<file path="config.mk">
export PLATFORM = sky130hd
export DESIGN_NAME = wavetable_fm_sound_channel_flat
export DESIGN_NICKNAME = d
export VERILOG_FILES = /design/src/hw/rtl/wfm_pkg.sv /design/src/hw/rtl/wfm_req_if.sv /design/src/hw/rtl/wfm_rsp_if.sv /design/src/hw/rtl/wavetable_fm_sound_channel.sv /design/src/hw/rtl/wfm_ram.sv /design/src/flat_wrapper.sv
export SDC_FILE = /design/constraint.sdc
export NUM_CORES = 2
export LEC_CHECK = 0
export ABC_AREA = 1
export CAP_MARGIN = 20
export CORE_MARGIN = 2
export CORE_UTILIZATION = 35
export DETAILED_ROUTE_END_ITERATION = 8
export DONT_BUFFER_PORTS = 1
export PLACE_DENSITY_LB_ADDON = 0.08
export SYNTH_ARGS = -nofsm -noshare
export SYNTH_HDL_FRONTEND = slang
export SYNTH_SLANG_ARGS = --single-unit
</file>
<file path="constraint.sdc">
create_clock -name clock -period 19 [get_ports clock]
set_input_delay 1.9 -clock clock [delete_from_list [all_inputs] [get_ports clock]]
set_output_delay 1.9 -clock clock [all_outputs]
set_load 0.02 [all_outputs]
</file>
<file path="src/hw/rtl/wfm_pkg.sv">
// Package for the wavetable FM sound channel.
// Holds state codes, command codes, bus addresses and envelope helpers.
// No dependencies.
`default_nettype none
package wfm_pkg;

   localparam int WAVE_ENTRIES = 64;

   typedef enum logic [10:0] {
      S_IDLE = 11'b000_0000_0001,
      S_EXEC = 11'b000_0000_0010,
      S_RDW  = 11'b000_0000_0100,
      S_T1   = 11'b000_0000_1000,
      S_T2   = 11'b000_0001_0000,
      S_T3   = 11'b000_0010_0000,
      S_T4   = 11'b000_0100_0000,
      S_T5   = 11'b000_1000_0000,
      S_T6   = 11'b001_0000_0000,
      S_T7   = 11'b010_0000_0000,
      S_DONE = 11'b100_0000_0000
   } state_type;

   localparam logic [1:0] CMD_WRITE = 2'd0;
   localparam logic [1:0] CMD_READ  = 2'd1;
   localparam logic [1:0] CMD_TICK  = 2'd2;

   localparam logic [15:0] ADDR_WAVE_LO = 16'h4040;
   localparam logic [15:0] ADDR_WAVE_HI = 16'h407F;
   localparam logic [15:0] ADDR_CTRL_LO = 16'h4080;
   localparam logic [15:0] ADDR_CTRL_HI = 16'h408F;
   localparam logic [15:0] ADDR_STAT_C  = 16'h4090;
   localparam logic [15:0] ADDR_STAT_M  = 16'h4092;

   // low nibble of control registers
   localparam logic [3:0] REG_ENV_C   = 4'd0;
   localparam logic [3:0] REG_FLO_C   = 4'd2;
   localparam logic [3:0] REG_FHI_C   = 4'd3;
   localparam logic [3:0] REG_ENV_M   = 4'd4;
   localparam logic [3:0] REG_BIAS    = 4'd5;
   localparam logic [3:0] REG_FLO_M   = 4'd6;
   localparam logic [3:0] REG_FHI_M   = 4'd7;
   localparam logic [3:0] REG_MODPUSH = 4'd8;
   localparam logic [3:0] REG_LEVEL   = 4'd9;
   localparam logic [3:0] REG_PERIOD  = 4'd10;

   // csr register indexes
   localparam logic [2:0] CSR_PSS = 3'd0;
   localparam logic [2:0] CSR_ESS = 3'd1;
   localparam logic [2:0] CSR_LG0 = 3'd2;
   localparam logic [2:0] CSR_LG1 = 3'd3;
   localparam logic [2:0] CSR_LG2 = 3'd4;
   localparam logic [2:0] CSR_LG3 = 3'd5;

   localparam logic [2:0]  MOD_RESET_CODE = 3'd4;
   localparam logic signed [11:0] M_HI   = 12'sd193;
   localparam logic signed [11:0] M_LO   = -12'sd64;
   localparam logic signed [11:0] M_WRAP = 12'sd258;
   localparam logic signed [11:0] M_ADD  = 12'sd256;
   localparam logic [5:0]  GAIN_MAX   = 6'h1f;
   localparam logic [5:0]  VOL_MAX    = 6'h20;
   localparam logic [19:0] PERIOD_RST = 20'hE8000;
   localparam logic [11:0] PSS_RST    = 12'd1023;
   localparam logic [11:0] ESS_RST    = 12'd511;

   typedef struct packed {
      logic [1:0] mode;
      logic [5:0] rate;
      logic [7:0] count;
      logic [5:0] gain;
   } env_type;

   function automatic logic signed [6:0] bias_delta(input logic [2:0] v);
      logic signed [6:0] d;
      case (v)
         3'd1:    d = 7'sd1;
         3'd2:    d = 7'sd2;
         3'd3:    d = 7'sd4;
         3'd5:    d = -7'sd4;
         3'd6:    d = -7'sd2;
         3'd7:    d = -7'sd1;
         default: d = 7'sd0;
      endcase
      return d;
   endfunction

   function automatic env_type env_step(input env_type e);
      env_type r;
      r = e;
      if (!e.mode[1]) begin
         r.count = e.count + 8'd1;
         if (r.count > {2'b00, e.rate}) begin
            r.count = 8'd0;
            if (e.mode[0]) begin
               if (e.gain < GAIN_MAX) r.gain = e.gain + 6'd1;
            end else if (e.gain != 6'd0) begin
               r.gain = e.gain - 6'd1;
            end
         end
      end
      return r;
   endfunction

endpackage
`default_nettype wire

</file>
<file path="src/hw/rtl/wfm_req_if.sv">
// Input channel of the sound channel: valid/ready plus command payload.
// Standalone, no dependencies.
`default_nettype none
interface wfm_req_if;
   logic        valid;
   logic        ready;
   logic [1:0]  cmd;
   logic [15:0] address;
   logic [7:0]  write_data;
   modport source (output valid, output cmd, output address, output write_data, input ready);
   modport sink (input valid, input cmd, input address, input write_data, output ready);
endinterface
`default_nettype wire

</file>
<file path="src/hw/rtl/wfm_rsp_if.sv">
// Result channel of the sound channel: valid/ready plus read data and sample.
// Standalone, no dependencies.
`default_nettype none
interface wfm_rsp_if;
   logic               valid;
   logic               ready;
   logic [7:0]         read_data;
   logic signed [23:0] sample;
   modport source (output valid, output read_data, output sample, input ready);
   modport sink (input valid, input read_data, input sample, output ready);
endinterface
`default_nettype wire

</file>
<file path="src/hw/rtl/wavetable_fm_sound_channel.sv">
// Wavetable FM sound channel top level; uses wfm_pkg, wfm_req_if, wfm_rsp_if, wfm_ram.
// Steps: EXEC then DONE for write, unused command or other read; a wave read adds RDW,
// and a tick runs T1 to T7 before DONE, using one shared 22x22 multiplier.
// Throughput: one item at a time; ready again the cycle after the result is registered,
// and an item that finishes while the previous result still waits holds in its last step.
// Reset: synchronous; wavetable and modulation table return to reset contents at once
// through per-entry valid bits, no clearing pass.
`default_nettype none
module wavetable_fm_sound_channel
   import wfm_pkg::*;
(
   input  wire logic        clock,
   input  wire logic        reset,
   wfm_req_if.sink          req_ch,
   wfm_rsp_if.source        rsp_ch,
   input  wire logic        psel,
   input  wire logic        penable,
   input  wire logic        pwrite,
   input  wire logic [4:0]  paddr,
   input  wire logic [31:0] pwdata,
   output logic [31:0]      prdata,
   output logic             pready
);
   localparam int IW = $clog2(WAVE_ENTRIES);
   localparam int PAIRS = WAVE_ENTRIES / 2;
   localparam int PW = $clog2(PAIRS);

   state_type state_ff, state_in;

   logic [11:0] pss_ff, ess_ff;
   logic [20:0] lg_ff [4];

   logic [1:0]  cmd_ff;
   logic [15:0] addr_ff;
   logic [7:0]  wdata_ff;

   logic [WAVE_ENTRIES-1:0] wv_valid_ff;
   logic [PAIRS-1:0]        mt_valid_ff;
   logic [PW-1:0]           mt_head_ff;
   logic                    wv_rvalid_ff, wv_rmsb_ff, mt_rvalid_ff;

   logic [31:0] cphase_ff, mphase_ff, step_ff, accum_ff;
   logic [11:0] cfreq_ff, mfreq_ff;
   logic signed [5:0] csample_ff;
   logic signed [6:0] bias_ff;
   env_type cenv_ff, menv_ff;
   logic chalt_ff, mhalt_ff, hold_ff, ehalt_ff, crossed_ff, env_due_ff;
   logic [1:0]  lsel_ff;
   logic [19:0] period_ff;

   logic [7:0]         res_rd_ff;
   logic signed [23:0] res_smp_ff;
   logic               rsp_valid_ff;
   logic [7:0]         rsp_rd_ff;
   logic signed [23:0] rsp_smp_ff;

   logic signed [43:0] prod_ff;
   logic signed [21:0] mul_a, mul_b;

   logic          wv_we;
   logic [IW-1:0] wv_waddr, wv_raddr;
   logic [5:0]    wv_wdata, wv_rdata, wv_val;
   logic          mt_we;
   logic [PW-1:0] mt_raddr;
   logic [2:0]    mt_rdata, mt_val;

   logic cfg_wr;
   logic req_acc;

   assign req_acc = req_ch.valid && req_ch.ready;
   assign req_ch.ready = (state_ff == S_IDLE);
   assign rsp_ch.valid = rsp_valid_ff;
   assign rsp_ch.read_data = rsp_rd_ff;
   assign rsp_ch.sample = rsp_smp_ff;
   assign pready = 1'b1;
   assign cfg_wr = psel && penable && pwrite;

   wfm_ram #(.WIDTH(6), .DEPTH(WAVE_ENTRIES)) u_wave_ram (
      .clock(clock), .we(wv_we), .waddr(wv_waddr), .wdata(wv_wdata),
      .raddr(wv_raddr), .rdata(wv_rdata)
   );

   wfm_ram #(.WIDTH(3), .DEPTH(PAIRS)) u_mod_ram (
      .clock(clock), .we(mt_we), .waddr(mt_head_ff), .wdata(wdata_ff[2:0]),
      .raddr(mt_raddr), .rdata(mt_rdata)
   );

   assign wv_val = wv_rvalid_ff ? wv_rdata : (wv_rmsb_ff ? 6'd0 : 6'd63);
   assign mt_val = mt_rvalid_ff ? mt_rdata : 3'd0;

   always_comb begin
      case (paddr[4:2])
         CSR_PSS: prdata = {20'd0, pss_ff};
         CSR_ESS: prdata = {20'd0, ess_ff};
         CSR_LG0: prdata = {11'd0, lg_ff[0]};
         CSR_LG1: prdata = {11'd0, lg_ff[1]};
         CSR_LG2: prdata = {11'd0, lg_ff[2]};
         CSR_LG3: prdata = {11'd0, lg_ff[3]};
         default: prdata = 32'd0;
      endcase
   end

   always_ff @(posedge clock) begin
      if (reset) begin
         pss_ff <= PSS_RST;
         ess_ff <= ESS_RST;
         for (int i = 0; i < 4; i++) lg_ff[i] <= 21'd0;
      end else if (cfg_wr) begin
         case (paddr[4:2])
            CSR_PSS: pss_ff <= pwdata[11:0];
            CSR_ESS: ess_ff <= pwdata[11:0];
            CSR_LG0: lg_ff[0] <= pwdata[20:0];
            CSR_LG1: lg_ff[1] <= pwdata[20:0];
            CSR_LG2: lg_ff[2] <= pwdata[20:0];
            CSR_LG3: lg_ff[3] <= pwdata[20:0];
            default: ;
         endcase
      end
   end

   // tick datapath terms
   logic [26:0]        msum;
   logic [31:0]        mphase_new;
   logic signed [6:0]  bias_next;
   logic signed [12:0] bm_prod;
   logic signed [11:0] m1, m2;
   logic signed [20:0] q;
   logic signed [17:0] nf;
   logic [5:0]         vol;
   logic [31:0]        accum_sum;
   logic               wave_hit, ctrl_hit;

   assign wave_hit = (addr_ff >= ADDR_WAVE_LO) && (addr_ff <= ADDR_WAVE_HI);
   assign ctrl_hit = (addr_ff >= ADDR_CTRL_LO) && (addr_ff <= ADDR_CTRL_HI);
   assign msum = {1'b0, mphase_ff[25:0]} + {3'd0, prod_ff[23:0]};
   assign mphase_new = mphase_ff + {8'd0, prod_ff[23:0]};
   assign mt_raddr = mt_head_ff + mphase_new[31:32-PW];

   always_comb begin
      if (crossed_ff && !mhalt_ff) begin
         if (mt_val == MOD_RESET_CODE) bias_next = 7'sd0;
         else bias_next = bias_ff + bias_delta(mt_val);
      end else begin
         bias_next = bias_ff;
      end
      bm_prod = prod_ff[12:0];
      m1 = 12'(bm_prod >>> 4);
      m2 = m1;
      if (m1[3:0] != 4'd0) m2 = m1 + (bias_ff < 0 ? -12'sd1 : 12'sd2);
      if (m2 > M_HI) m2 = m2 - M_WRAP;
      if (m2 < M_LO) m2 = m2 + M_ADD;
      q = 21'(prod_ff >>> 6);
      nf = $signed({6'd0, cfreq_ff}) + 18'(q);
      if (nf < 0) nf = 18'sd0;
      vol = (cenv_ff.gain > VOL_MAX) ? VOL_MAX : cenv_ff.gain;
      accum_sum = accum_ff + {20'd0, ess_ff};
   end

   always_comb begin
      mul_a = 22'sd0;
      mul_b = 22'sd0;
      wv_raddr = cphase_ff[31:32-IW];
      case (state_ff)
         S_EXEC: begin
            mul_a = $signed({10'd0, mfreq_ff});
            mul_b = $signed({10'd0, pss_ff});
            if (cmd_ff == CMD_READ) wv_raddr = addr_ff[IW-1:0];
         end
         S_T2: begin
            mul_a = 22'(bias_next);
            mul_b = $signed({16'd0, menv_ff.gain});
         end
         S_T3: begin
            mul_a = 22'(m2);
            mul_b = $signed({10'd0, cfreq_ff});
         end
         S_T4: begin
            mul_a = mhalt_ff ? $signed({10'd0, cfreq_ff}) : $signed({4'd0, nf});
            mul_b = $signed({10'd0, pss_ff});
         end
         S_T5: begin
            mul_a = 22'(csample_ff);
            mul_b = $signed({16'd0, vol});
         end
         S_T6: begin
            mul_a = 22'($signed(prod_ff[10:0]));
            mul_b = $signed({1'b0, lg_ff[lsel_ff]});
         end
         default: ;
      endcase
   end

   assign wv_we = (state_ff == S_EXEC) && (cmd_ff == CMD_WRITE) && wave_hit;
   assign wv_waddr = addr_ff[IW-1:0];
   assign wv_wdata = wdata_ff[5:0];
   assign mt_we = (state_ff == S_EXEC) && (cmd_ff == CMD_WRITE) && ctrl_hit &&
                  (addr_ff[3:0] == REG_MODPUSH) && mhalt_ff;

   always_comb begin
      state_in = state_ff;
      case (state_ff)
         S_IDLE: if (req_acc) state_in = S_EXEC;
         S_EXEC: begin
            if (cmd_ff == CMD_TICK) state_in = S_T1;
            else if (cmd_ff == CMD_READ && wave_hit) state_in = S_RDW;
            else state_in = S_DONE;
         end
         S_RDW:  state_in = S_DONE;
         S_T1:   state_in = S_T2;
         S_T2:   state_in = S_T3;
         S_T3:   state_in = S_T4;
         S_T4:   state_in = S_T5;
         S_T5:   state_in = S_T6;
         S_T6:   state_in = S_T7;
         S_T7:   state_in = S_DONE;
         S_DONE: if (!rsp_valid_ff || rsp_ch.ready) state_in = S_IDLE;
         default: state_in = S_IDLE;
      endcase
   end

   always_ff @(posedge clock) begin
      prod_ff <= mul_a * mul_b;
      wv_rvalid_ff <= wv_valid_ff[wv_raddr];
      wv_rmsb_ff <= wv_raddr[IW-1];
      mt_rvalid_ff <= mt_valid_ff[mt_raddr];
      if (req_acc) begin
         cmd_ff <= req_ch.cmd;
         addr_ff <= req_ch.address;
         wdata_ff <= req_ch.write_data;
      end
      if (state_ff == S_T5) step_ff <= prod_ff[31:0];
   end

   always_ff @(posedge clock) begin
      if (reset) begin
         state_ff <= S_IDLE;
         wv_valid_ff <= '0;
         mt_valid_ff <= '0;
         mt_head_ff <= '0;
         cphase_ff <= 32'd0;
         mphase_ff <= 32'd0;
         accum_ff <= 32'd0;
         cfreq_ff <= 12'd0;
         mfreq_ff <= 12'd0;
         csample_ff <= 6'sd0;
         bias_ff <= 7'sd0;
         cenv_ff <= '0;
         menv_ff <= '0;
         chalt_ff <= 1'b0;
         mhalt_ff <= 1'b0;
         hold_ff <= 1'b0;
         ehalt_ff <= 1'b1;
         crossed_ff <= 1'b0;
         env_due_ff <= 1'b0;
         lsel_ff <= 2'd0;
         period_ff <= PERIOD_RST;
         res_rd_ff <= 8'd0;
         res_smp_ff <= 24'sd0;
         rsp_valid_ff <= 1'b0;
         rsp_rd_ff <= 8'd0;
         rsp_smp_ff <= 24'sd0;
      end else begin
         state_ff <= state_in;
         if (state_ff == S_DONE && (!rsp_valid_ff || rsp_ch.ready)) rsp_valid_ff <= 1'b1;
         else if (rsp_ch.ready) rsp_valid_ff <= 1'b0;
         case (state_ff)
            S_EXEC: begin
               res_smp_ff <= 24'sd0;
               if (cmd_ff == CMD_READ && addr_ff == ADDR_STAT_C)
                  res_rd_ff <= {2'b01, cenv_ff.gain};
               else if (cmd_ff == CMD_READ && addr_ff == ADDR_STAT_M)
                  res_rd_ff <= {2'b01, menv_ff.gain};
               else
                  res_rd_ff <= 8'd0;
               if (wv_we) wv_valid_ff[wv_waddr] <= 1'b1;
               if (mt_we) begin
                  mt_valid_ff[mt_head_ff] <= 1'b1;
                  mt_head_ff <= mt_head_ff + PW'(1);
               end
               if (cmd_ff == CMD_WRITE && ctrl_hit) begin
                  case (addr_ff[3:0])
                     REG_ENV_C, REG_ENV_M: begin
                        if (addr_ff[2]) begin
                           menv_ff.mode <= wdata_ff[7:6];
                           if (wdata_ff[7]) menv_ff.gain <= wdata_ff[5:0];
                           else menv_ff.rate <= wdata_ff[5:0];
                        end else begin
                           cenv_ff.mode <= wdata_ff[7:6];
                           if (wdata_ff[7]) cenv_ff.gain <= wdata_ff[5:0];
                           else cenv_ff.rate <= wdata_ff[5:0];
                        end
                     end
                     REG_BIAS: begin
                        bias_ff <= wdata_ff[6:0];
                        mphase_ff <= 32'd0;
                     end
                     REG_FLO_C: cfreq_ff[7:0] <= wdata_ff;
                     REG_FLO_M: mfreq_ff[7:0] <= wdata_ff;
                     REG_FHI_C: begin
                        ehalt_ff <= wdata_ff[6];
                        cfreq_ff[11:8] <= wdata_ff[3:0];
                        chalt_ff <= wdata_ff[7];
                        if (wdata_ff[7]) cphase_ff <= 32'd0;
                     end
                     REG_FHI_M: begin
                        mfreq_ff[11:8] <= wdata_ff[3:0];
                        mhalt_ff <= wdata_ff[7];
                        if (wdata_ff[7]) mphase_ff <= 32'd0;
                     end
                     REG_LEVEL: begin
                        lsel_ff <= wdata_ff[1:0];
                        hold_ff <= wdata_ff[7];
                     end
                     REG_PERIOD: period_ff <= {wdata_ff, 12'd0};
                     default: ;
                  endcase
               end
            end
            S_RDW: res_rd_ff <= {2'b00, wv_val};
            S_T1: begin
               if (!chalt_ff && !hold_ff) csample_ff <= {~wv_val[5], wv_val[4:0]};
               if (!mhalt_ff) mphase_ff <= mphase_new;
               crossed_ff <= msum[26];
            end
            S_T2: bias_ff <= bias_next;
            S_T5: begin
               env_due_ff <= !ehalt_ff && (period_ff != 20'd0);
               if (!ehalt_ff && (period_ff != 20'd0)) accum_ff <= accum_sum;
            end
            S_T6: begin
               if (env_due_ff && (accum_ff >= {12'd0, period_ff})) begin
                  accum_ff <= accum_ff - {12'd0, period_ff};
                  menv_ff <= env_step(menv_ff);
                  cenv_ff <= env_step(cenv_ff);
               end
            end
            S_T7: begin
               res_smp_ff <= (cfreq_ff != 12'd0) ? prod_ff[31:8] : 24'sd0;
               cphase_ff <= cphase_ff + step_ff;
            end
            S_DONE: begin
               if (!rsp_valid_ff || rsp_ch.ready) begin
                  rsp_rd_ff <= res_rd_ff;
                  rsp_smp_ff <= res_smp_ff;
               end
            end
            default: ;
         endcase
      end
   end

`ifndef SYNTH
   a_busy_after_accept: assert property (@(posedge clock) disable iff (reset)
      req_acc |=> !req_ch.ready)
      else $error("input accepted while an item is in progress");
   a_mod_phase_halted: assert property (@(posedge clock) disable iff (reset)
      (mhalt_ff && state_ff == S_T1) |=> $stable(mphase_ff))
      else $error("modulator phase moved while halted");
   a_result_only_from_done: assert property (@(posedge clock) disable iff (reset)
      $rose(rsp_valid_ff) |-> $past(state_ff == S_DONE))
      else $error("result raised outside the done step");
`endif

endmodule
`default_nettype wire

</file>
<file path="src/hw/rtl/wfm_ram.sv">
// Generic single-write, single-read RAM with registered read data.
// No dependencies.
`default_nettype none
module wfm_ram #(
   parameter int WIDTH = 8,
   parameter int DEPTH = 64
) (
   input  wire logic                     clock,
   input  wire logic                     we,
   input  wire logic [$clog2(DEPTH)-1:0] waddr,
   input  wire logic [WIDTH-1:0]         wdata,
   input  wire logic [$clog2(DEPTH)-1:0] raddr,
   output logic [WIDTH-1:0]              rdata
);
   logic [WIDTH-1:0] mem [DEPTH];

   always_ff @(posedge clock) begin
      if (we) mem[waddr] <= wdata;
      rdata <= mem[raddr];
   end
endmodule
`default_nettype wire

</file>
<file path="src/flat_wrapper.sv">
// flat-port wrapper written by rule: the top's interface ports become plain ports
module wavetable_fm_sound_channel_flat import wfm_pkg::*;
  (clock, reset, psel, penable, pwrite, paddr, pwdata, prdata, pready, req_ch_valid, req_ch_cmd, req_ch_address, req_ch_write_data, req_ch_ready, rsp_ch_valid, rsp_ch_read_data, rsp_ch_sample, rsp_ch_ready);
  wfm_req_if req_ch_i ();
  wfm_rsp_if rsp_ch_i ();
  input  wire logic clock;
  input  wire logic reset;
  input  wire logic psel;
  input  wire logic penable;
  input  wire logic pwrite;
  input  wire logic [4:0] paddr;
  input  wire logic [31:0] pwdata;
  output logic [31:0] prdata;
  output logic pready;
  input wire logic [$bits(req_ch_i.valid)-1:0] req_ch_valid;
  input wire logic [$bits(req_ch_i.cmd)-1:0] req_ch_cmd;
  input wire logic [$bits(req_ch_i.address)-1:0] req_ch_address;
  input wire logic [$bits(req_ch_i.write_data)-1:0] req_ch_write_data;
  output wire logic [$bits(req_ch_i.ready)-1:0] req_ch_ready;
  output wire logic [$bits(rsp_ch_i.valid)-1:0] rsp_ch_valid;
  output wire logic [$bits(rsp_ch_i.read_data)-1:0] rsp_ch_read_data;
  output wire logic [$bits(rsp_ch_i.sample)-1:0] rsp_ch_sample;
  input wire logic [$bits(rsp_ch_i.ready)-1:0] rsp_ch_ready;
  assign req_ch_i.valid = req_ch_valid;
  assign req_ch_i.cmd = req_ch_cmd;
  assign req_ch_i.address = req_ch_address;
  assign req_ch_i.write_data = req_ch_write_data;
  assign req_ch_ready = req_ch_i.ready;
  assign rsp_ch_valid = rsp_ch_i.valid;
  assign rsp_ch_read_data = rsp_ch_i.read_data;
  assign rsp_ch_sample = rsp_ch_i.sample;
  assign rsp_ch_i.ready = rsp_ch_ready;
  wavetable_fm_sound_channel u_core (.clock(clock), .reset(reset), .req_ch(req_ch_i), .rsp_ch(rsp_ch_i), .psel(psel), .penable(penable), .pwrite(pwrite), .paddr(paddr), .pwdata(pwdata), .prdata(prdata), .pready(pready));
endmodule
</file>
Word-level counts from Yosys, hierarchy flattened
Memory sizes are Yosys's and may differ from the RTL's. A register that Yosys moved wholly into a read port is not among the register bits.
Index checks and enable logic that the tools add are counted.
{"block": "word_totals", "reg_bits": 487, "mem_bits_rw": 564, "in_bits": 70, "out_inout_bits": 67, "n_memories": 3}
{"block": "classes", "addsub": 18, "mul": 1, "n_lt_le_gt_ge": 20, "n_eq_ne": 58, "muxes": 112, "n_bitwise": 12, "reduce_logical": 70}
{"memory": "u_core.u_wave_ram.mem", "depth": 64, "width": 6, "read_ports": 1, "rd_clocked_by_memory_dff": 1, "wr": 1, "line": "wfm_ram.sv:15", "text": "logic [WIDTH-1:0] mem [DEPTH];"}
{"memory": "u_core.u_mod_ram.mem", "depth": 32, "width": 3, "read_ports": 1, "rd_clocked_by_memory_dff": 1, "wr": 1, "line": "wfm_ram.sv:15"}
{"memory": "u_core.lg_ff", "depth": 4, "width": 21, "read_ports": 5, "rd_clocked_by_memory_dff": 1, "wr": 4, "line": "wavetable_fm_sound_channel.sv:31", "text": "logic [20:0] lg_ff [4];"}
{"cell": "32-bit one-hot mux with 2 select lines", "n": 4}
{"cell": "32-bit two-way mux", "n": 7}
{"cell": "6-bit two-way mux", "n": 23}
{"cell": "22-bit one-hot mux with 6 select lines", "n": 1}
{"cell": "21-bit one-hot mux with 6 select lines", "n": 1}
{"cell": "11-bit one-hot mux with 10 select lines", "n": 1}
{"cell": "21-bit one-hot mux with 5 select lines", "n": 1}
{"cell": "21-bit two-way mux", "n": 4}
{"cell": "64-bit OR", "n": 1}
{"cell": "8-bit two-way mux", "n": 7}
{"cell": "7-bit two-way mux", "n": 7}
{"cell": "12-bit two-way mux", "n": 4}
{"cell": "24-bit one-hot mux with 2 select lines", "n": 1}
{"cell": "8-bit one-hot mux with 2 select lines", "n": 3}
{"cell": "11-bit two-way mux", "n": 4}
{"cell": "7-bit one-hot mux with 6 select lines", "n": 1}
{"cell": "18-bit two-way mux", "n": 2}
{"cell": "32-bit by 12-bit adder with 32-bit output", "n": 1}
{"cell": "32-bit by 24-bit adder with 32-bit output", "n": 1}
{"cell": "32-bit adder", "n": 1}
{"cell": "16-bit by 15-bit == test with 1-bit output (second input constant)", "n": 2}
{"cell": "16-bit by 15-bit >= comparator with 1-bit output (second input constant)", "n": 2}
{"cell": "32-bit by 20-bit >= comparator with 1-bit output", "n": 1}
{"cell": "16-bit by 15-bit less-or-equal comparator with 1-bit output (second input constant)", "n": 2}
{"cell": "80 further kinds", "n": 209}

Longest topological paths before layout
{"block": "logic_depth", "word_depth": 10, "mapped_depth": 57, "depth_no_buf": 56}

By module
From an unflattened synthesis, not the netlist that was laid out.
{"block": "unflattened", "hier_cells": 7169, "area_unflattened_um2": 62237.2}
{"module": "wavetable_fm_sound_channel", "instances": 1, "cells_per_inst": 5399, "area_each_um2": 42166.7}
{"module": "wfm_ram at u_core.u_wave_ram", "instances": 1, "cells_per_inst": 1393, "area_each_um2": 15942.8}
{"module": "wfm_ram at u_core.u_mod_ram", "instances": 1, "cells_per_inst": 377, "area_each_um2": 4127.7}

Worst setup path after synthesis
No wires, ideal clock.
{"block": "synth_path", "path_kind": "register to register", "from": "register u_core.bias_ff[6]", "to": "register u_core.prod_ff[29]", "setup_ns": 0.072, "t_arrival_ns": 8.589, "slack_ns": 10.339, "stages_incl_launch_ff": 57, "period_less_slack_ns": 8.661, "path_cell_list": "dfxtp_1 ha_1 inv_1 ha_1 inv_1 nand2_1 nand2_1 nand3_1 nand2_1 nand2_1 nand2_2 nand2_1 o21ai_4 nand2_4 nand2_4 nand2_1 and2_1 inv_2 [... 21 more ...] fa_1 inv_1 ha_1 nand2_1 nor2_1 inv_1 o21ai_0 nand3_1 nand2_1 nand3_1 nand2_1 nand2_1 nand2_1 nand2_1 nand2_1 nand3_1 nand2_1 xor2_1"}
{"block": "synth_via", "elab_chain_len": 10, "elab_cells_between_ends": 15}
{"item": "from (decl)", "line": "wavetable_fm_sound_channel.sv:45", "text": "logic signed [6:0] bias_ff;"}
{"item": "from (signal assigned)", "line": "wavetable_fm_sound_channel.sv:294", "text": "bias_ff <= wdata_ff[6:0];"}
{"item": "from (signal assigned)", "line": "wavetable_fm_sound_channel.sv:325", "text": "S_T2: bias_ff <= bias_next;"}
{"item": "7-bit by 1-bit less-than comparator with 1-bit output", "line": "wavetable_fm_sound_channel.sv:149", "text": "if (m1[3:0] != 4'd0) m2 = m1 + (bias_ff < 0 ? -12'sd1 : 12'sd2);"}
{"item": "12-bit two-way mux", "line": "wavetable_fm_sound_channel.sv:149"}
{"item": "9-bit by 12-bit adder with 12-bit output", "line": "wavetable_fm_sound_channel.sv:149"}
{"item": "12-bit two-way mux", "line": "wavetable_fm_sound_channel.sv:149"}
{"item": "12-bit by 10-bit subtractor with 12-bit output or 12-bit by 9-bit > comparator with 1-bit output (tied branches)", "line": "wavetable_fm_sound_channel.sv:150", "text": "if (m2 > M_HI) m2 = m2 - M_WRAP;"}
{"item": "12-bit two-way mux", "line": "wavetable_fm_sound_channel.sv:150"}
{"item": "12-bit by 10-bit adder with 12-bit output or 12-bit by 7-bit less-than comparator with 1-bit output (tied branches)", "line": "wavetable_fm_sound_channel.sv:151", "text": "if (m2 < M_LO) m2 = m2 + M_ADD;"}
{"item": "12-bit two-way mux", "line": "wavetable_fm_sound_channel.sv:151"}
{"item": "22-bit one-hot mux with 6 select lines (*)", "line": "wavetable_fm_sound_channel.sv:163", "text": "case (state_ff)"}
{"item": "22-bit by 22-bit multiplier with 32-bit output (*)", "line": "wavetable_fm_sound_channel.sv:222", "text": "prod_ff <= mul_a * mul_b;"}
{"item": "to (signal assigned)", "line": "wavetable_fm_sound_channel.sv:222"}
{"item": "to (decl)", "line": "wavetable_fm_sound_channel.sv:57", "text": "logic signed [43:0] prod_ff;"}
Every way passes the cells marked *; elsewhere a longest branch is shown, timed or not.
A chain may end at the register's enable or synchronous reset.

Worst setup path in the final report
{"block": "layout_path", "from": "register u_core.prod_ff[8]", "to": "register u_core.prod_ff[31]"}
{"block": "layout_via", "elab_chain_len": 8, "elab_cells_between_ends": 14}
{"item": "9-bit by 12-bit adder with 12-bit output", "line": "wavetable_fm_sound_channel.sv:149"}
{"item": "12-bit two-way mux", "line": "wavetable_fm_sound_channel.sv:149"}
{"item": "12-bit by 10-bit subtractor with 12-bit output or 12-bit by 9-bit > comparator with 1-bit output (tied branches)", "line": "wavetable_fm_sound_channel.sv:150"}
{"item": "12-bit two-way mux", "line": "wavetable_fm_sound_channel.sv:150"}
{"item": "12-bit by 10-bit adder with 12-bit output or 12-bit by 7-bit less-than comparator with 1-bit output (tied branches)", "line": "wavetable_fm_sound_channel.sv:151"}
{"item": "12-bit two-way mux", "line": "wavetable_fm_sound_channel.sv:151"}
{"item": "22-bit one-hot mux with 6 select lines (*)", "line": "wavetable_fm_sound_channel.sv:163"}
{"item": "22-bit by 22-bit multiplier with 32-bit output (*)", "line": "wavetable_fm_sound_channel.sv:222"}
Marked as above.

==> impl_metrics.json <==
{
  "cts_tree": "built",
  "placed_area_um2": 63700,
  "crit_type": "reg2reg",
  "regArea_um2": 27400,
  "slew_headroom_pct": 30.5,
  "async_reset_ff_share_pct": 0,
  "setup_tns_ns": 0,
  "grt_pass1_vias": 46011,
  "utilization_pct": 39.0,
  "critPathMostFrequentCell": "nand2_1",
  "cp.buffers_inverters": 8,
  "vias": 46101,
  "yosysSeqAreaShare_pct": 44.8,
  "cp.arrival_ns": 11.27,
  "portBuffers": 0,
  "dp_cells": 8910,
  "cts_root_buf": "clkbuf_16",
  "holdBufCountCts": 0,
  "clockBufferDepth": 3,
  "drt_wl_total_um": 187000,
  "crit_path_start_kind": "flop",
  "antenna_left": 0,
  "grt_max_degree": 200,
  "skew_ns": 0.109,
  "hold_ws_ns": 0.443,
  "io_pins": 137,
  "clk_pin_slew_ns": 0.06,
  "power.density_nw_per_um2": 74.2,
  "crit_family": "adder cells",
  "die_x_um": 423,
  "overflow": 0,
  "ys.flop_type": "edfxtp_1",
  "drtIter0Drc": 2951,
  "coreArea_um2": 174000,
  "clock-sinks": 1060,
  "wl_per_cell_um": 20.4,
  "syn_area_um2": 61300,
  "drc": 0,
  "post-route-period-util_pct": 56.5,
  "crit_slowest_cell": "dfxtp_1",
  "ys_types": 79,
  "viasPerCell": 5.04,
  "initial_core_util_pct": 35.2,
  "antenna_found_initial": 2,
  "maxCapViolCount": 0,
  "irDropWorstVdd_v": 0.0000751,
  "avgSynthCellArea_um2": 9.02,
  "hp-class": "reg2reg",
  "dp_hpwl_um": 128000,
  "hold_violations": 0,
  "ys_ff_latch": 1060,
  "fmax_mhz": 93.2,
  "grt_pass1_wl_um": 286000,
  "yosysWarnings": 0,
  "drt_first_pass_iters": 7,
  "critical_path_required_ns": 19.54,
  "place.gp.congestion": 0.846,
  "max_stage_delay_ns": 0.83,
  "stdcell_count": 9146,
  "dieArea_um2": 179000,
  "track_usage_pct": 20.7,
  "dieHeight_um": 423,
  "slew_viol_final": 0,
  "numCtsBuffers": 121,
  "synth_edf_count": 622,
  "netlist_instances": 6800,
  "drive_gt1_share_pct": 5.95,
  "row_count": 153,
  "grt_setup_unrepaired": "no",
  "h-tree-depth": 3,
  "area_delta_synth_final_pct": 10.7,
  "cts-resized-gates": 0,
  "clkLatencyLatePin_ns": 0.80,
  "multi_input_area_um2": 29000,
  "design_area_um2": 67800,
  "end_kind": "flop",
  "run_status": "complete, no violations",
  "fin_crit_ns": 10.73,
  "fillers": 17550,
  "worst_slew_pin_slew_ns": 1.03,
  "post-cts-setup-buffer-count": 0,
  "setup_viol": 0,
  "power_leakage_nw": 27.8,
  "fin_nets": 7346,
  "worst-path-max-fanout": 17
}
final cells by class:
class	instances	area share, %
Timing Repair Buffer	88	1.03
Multi-Input combinational cell	4464	42.8
Clock inverter	53	0.964
Clock buffer	178	5.05
Antenna cell	1	0.00369
Tap cell	2325	4.29
Inverter	977	5.42
Sequential cell	1060	40.5
cells in the mapped netlist, types with 6 or more instances:
cell type  number  area share, %
a32o_1          8           0.13
nand3_1       216            1.8
buf_4          16           0.20
a22oi_1        26           0.32
a21boi_0        6          0.073
o211ai_1      104            1.3
o21ai_0       538            4.4
buf_2          67           0.55
o21ai_1        34           0.28
nor3_1         62           0.51
clkinv_1       22           0.13
a221oi_1       19           0.27
nor4_1         21           0.21
mux2_2         20           0.37
o21a_1         42           0.51
clkbuf_1      220            1.3
nand2_2        20           0.20
nand4_1        33           0.34
o311ai_0       10           0.14
o221ai_1       62           0.89
o2111ai_1      16           0.23
o21bai_1        8          0.098
dfxtp_1       438             14
a211oi_1       21           0.26
xnor2_1        32           0.46
ha_1          228            4.7
nor2_2         11           0.11
xor2_1         80            1.1
or2_2          25           0.26
nand2_1       963            5.9
inv_1         939            5.7
nand3b_1       10           0.12
edfxtp_1      622             30
a31oi_1        22           0.22
inv_2          16          0.098
a21oi_1       421            3.4
o22ai_1        92           0.94
fa_1          336             11
nor2_1        876            5.4
where the power goes:
part | switching [mW] | leakage [nW] | internal [mW]
Clock | 0.998 | 1.97 | 1.40
Sequential | 0.0144 | 9.26 | 2.46
Combinational | 0.139 | 16.5 | 0.0304
per-layer routing:
metal  part of all wire, %  wire [um]  GRT usage (%)  vias to the layer above
met2                    48      90300           35.4                      794
met5                0.0070         13              0                        -
met3                   3.6       6710           2.60                      225
met1                    45      84800           27.6                    22571
met4                   2.7       4950           5.67                        2
li1                      -          -              -                    22509
path summary, 6_finish.rpt:
path	startpoint	end	slack (ns)	depth (start not counted)
worst max register to register	u_core.prod_ff[8]	u_core.prod_ff[31]	8.27	44
worst max-delay path	u_core.prod_ff[8]	u_core.prod_ff[31]	8.27	44
worst min register to register	u_core.prod_ff[28]	u_core.step_ff[28]	0.44	0
worst min-delay path	u_core.prod_ff[28]	u_core.step_ff[28]	0.44	0
per-stage QoR:
| stage | setup WS [ns] | power (mW) |
|---|---|---|
| CTS | 8.02 | 5.10 |
| finish | 8.27 | 5.04 |
| global placement | 8.14 | 2.69 |
| global route | 7.48 | 5.20 |
| detailed placement | 8.10 | 2.69 |
| floorplan | 10.34 | 2.62 |
cells by family after synthesis:
family          after synthesis  synth area share (%)
compound gates             1476                  14.1
flops                      1060                  44.8
simple gates               2278                  15.3
buf+inv                    1287                  8.13
fa+ha+maj                   564                  15.6
xor+xnor                    113                  1.63
mux                          20                 0.367
other cells                   2                0.0122
cell usage in the layout, fill, tap and decap left out, drive strengths merged, types with 22 or more instances in the layout:
cell type | Yosys | final
o22ai | 92 | 92
xor2 | 81 | 81
buf | 88 | 87
nand4 | 35 | 35
ha | 228 | 228
dfxtp | 438 | 438
a31oi | 22 | 22
inv | 955 | 958
a21oi | 426 | 426
a22oi | 26 | 26
nor3 | 63 | 63
or2 | 31 | 31
o21a | 42 | 42
nand2 | 986 | 986
clkinv | 22 | 55
o211ai | 104 | 104
fa | 336 | 336
o221ai | 62 | 62
clkbuf | 222 | 179
a211oi | 22 | 22
nor2 | 888 | 888
edfxtp | 622 | 622
o21ai | 578 | 578
nand3 | 222 | 222
xnor2 | 32 | 32
sequential cells by signal (all words and copies together) (netlist names), 16 cells and up, named ones only:
signal / flops
u_core.u_wave_ram.mem: 384
u_core.u_mod_ram.mem: 96
u_core.lg_ff: 84
u_core.wv_valid_ff: 64
u_core.accum_ff: 32
u_core.cphase_ff: 32
u_core.mphase_ff: 32
u_core.mt_valid_ff: 32
u_core.prod_ff: 32
u_core.step_ff: 32
u_core.res_smp_ff: 24
u_core.rsp_ch.sample: 24
u_core.cenv_ff: 22
u_core.menv_ff: 22
u_core.addr_ff: 16
(Power assumes the default switching activity.)
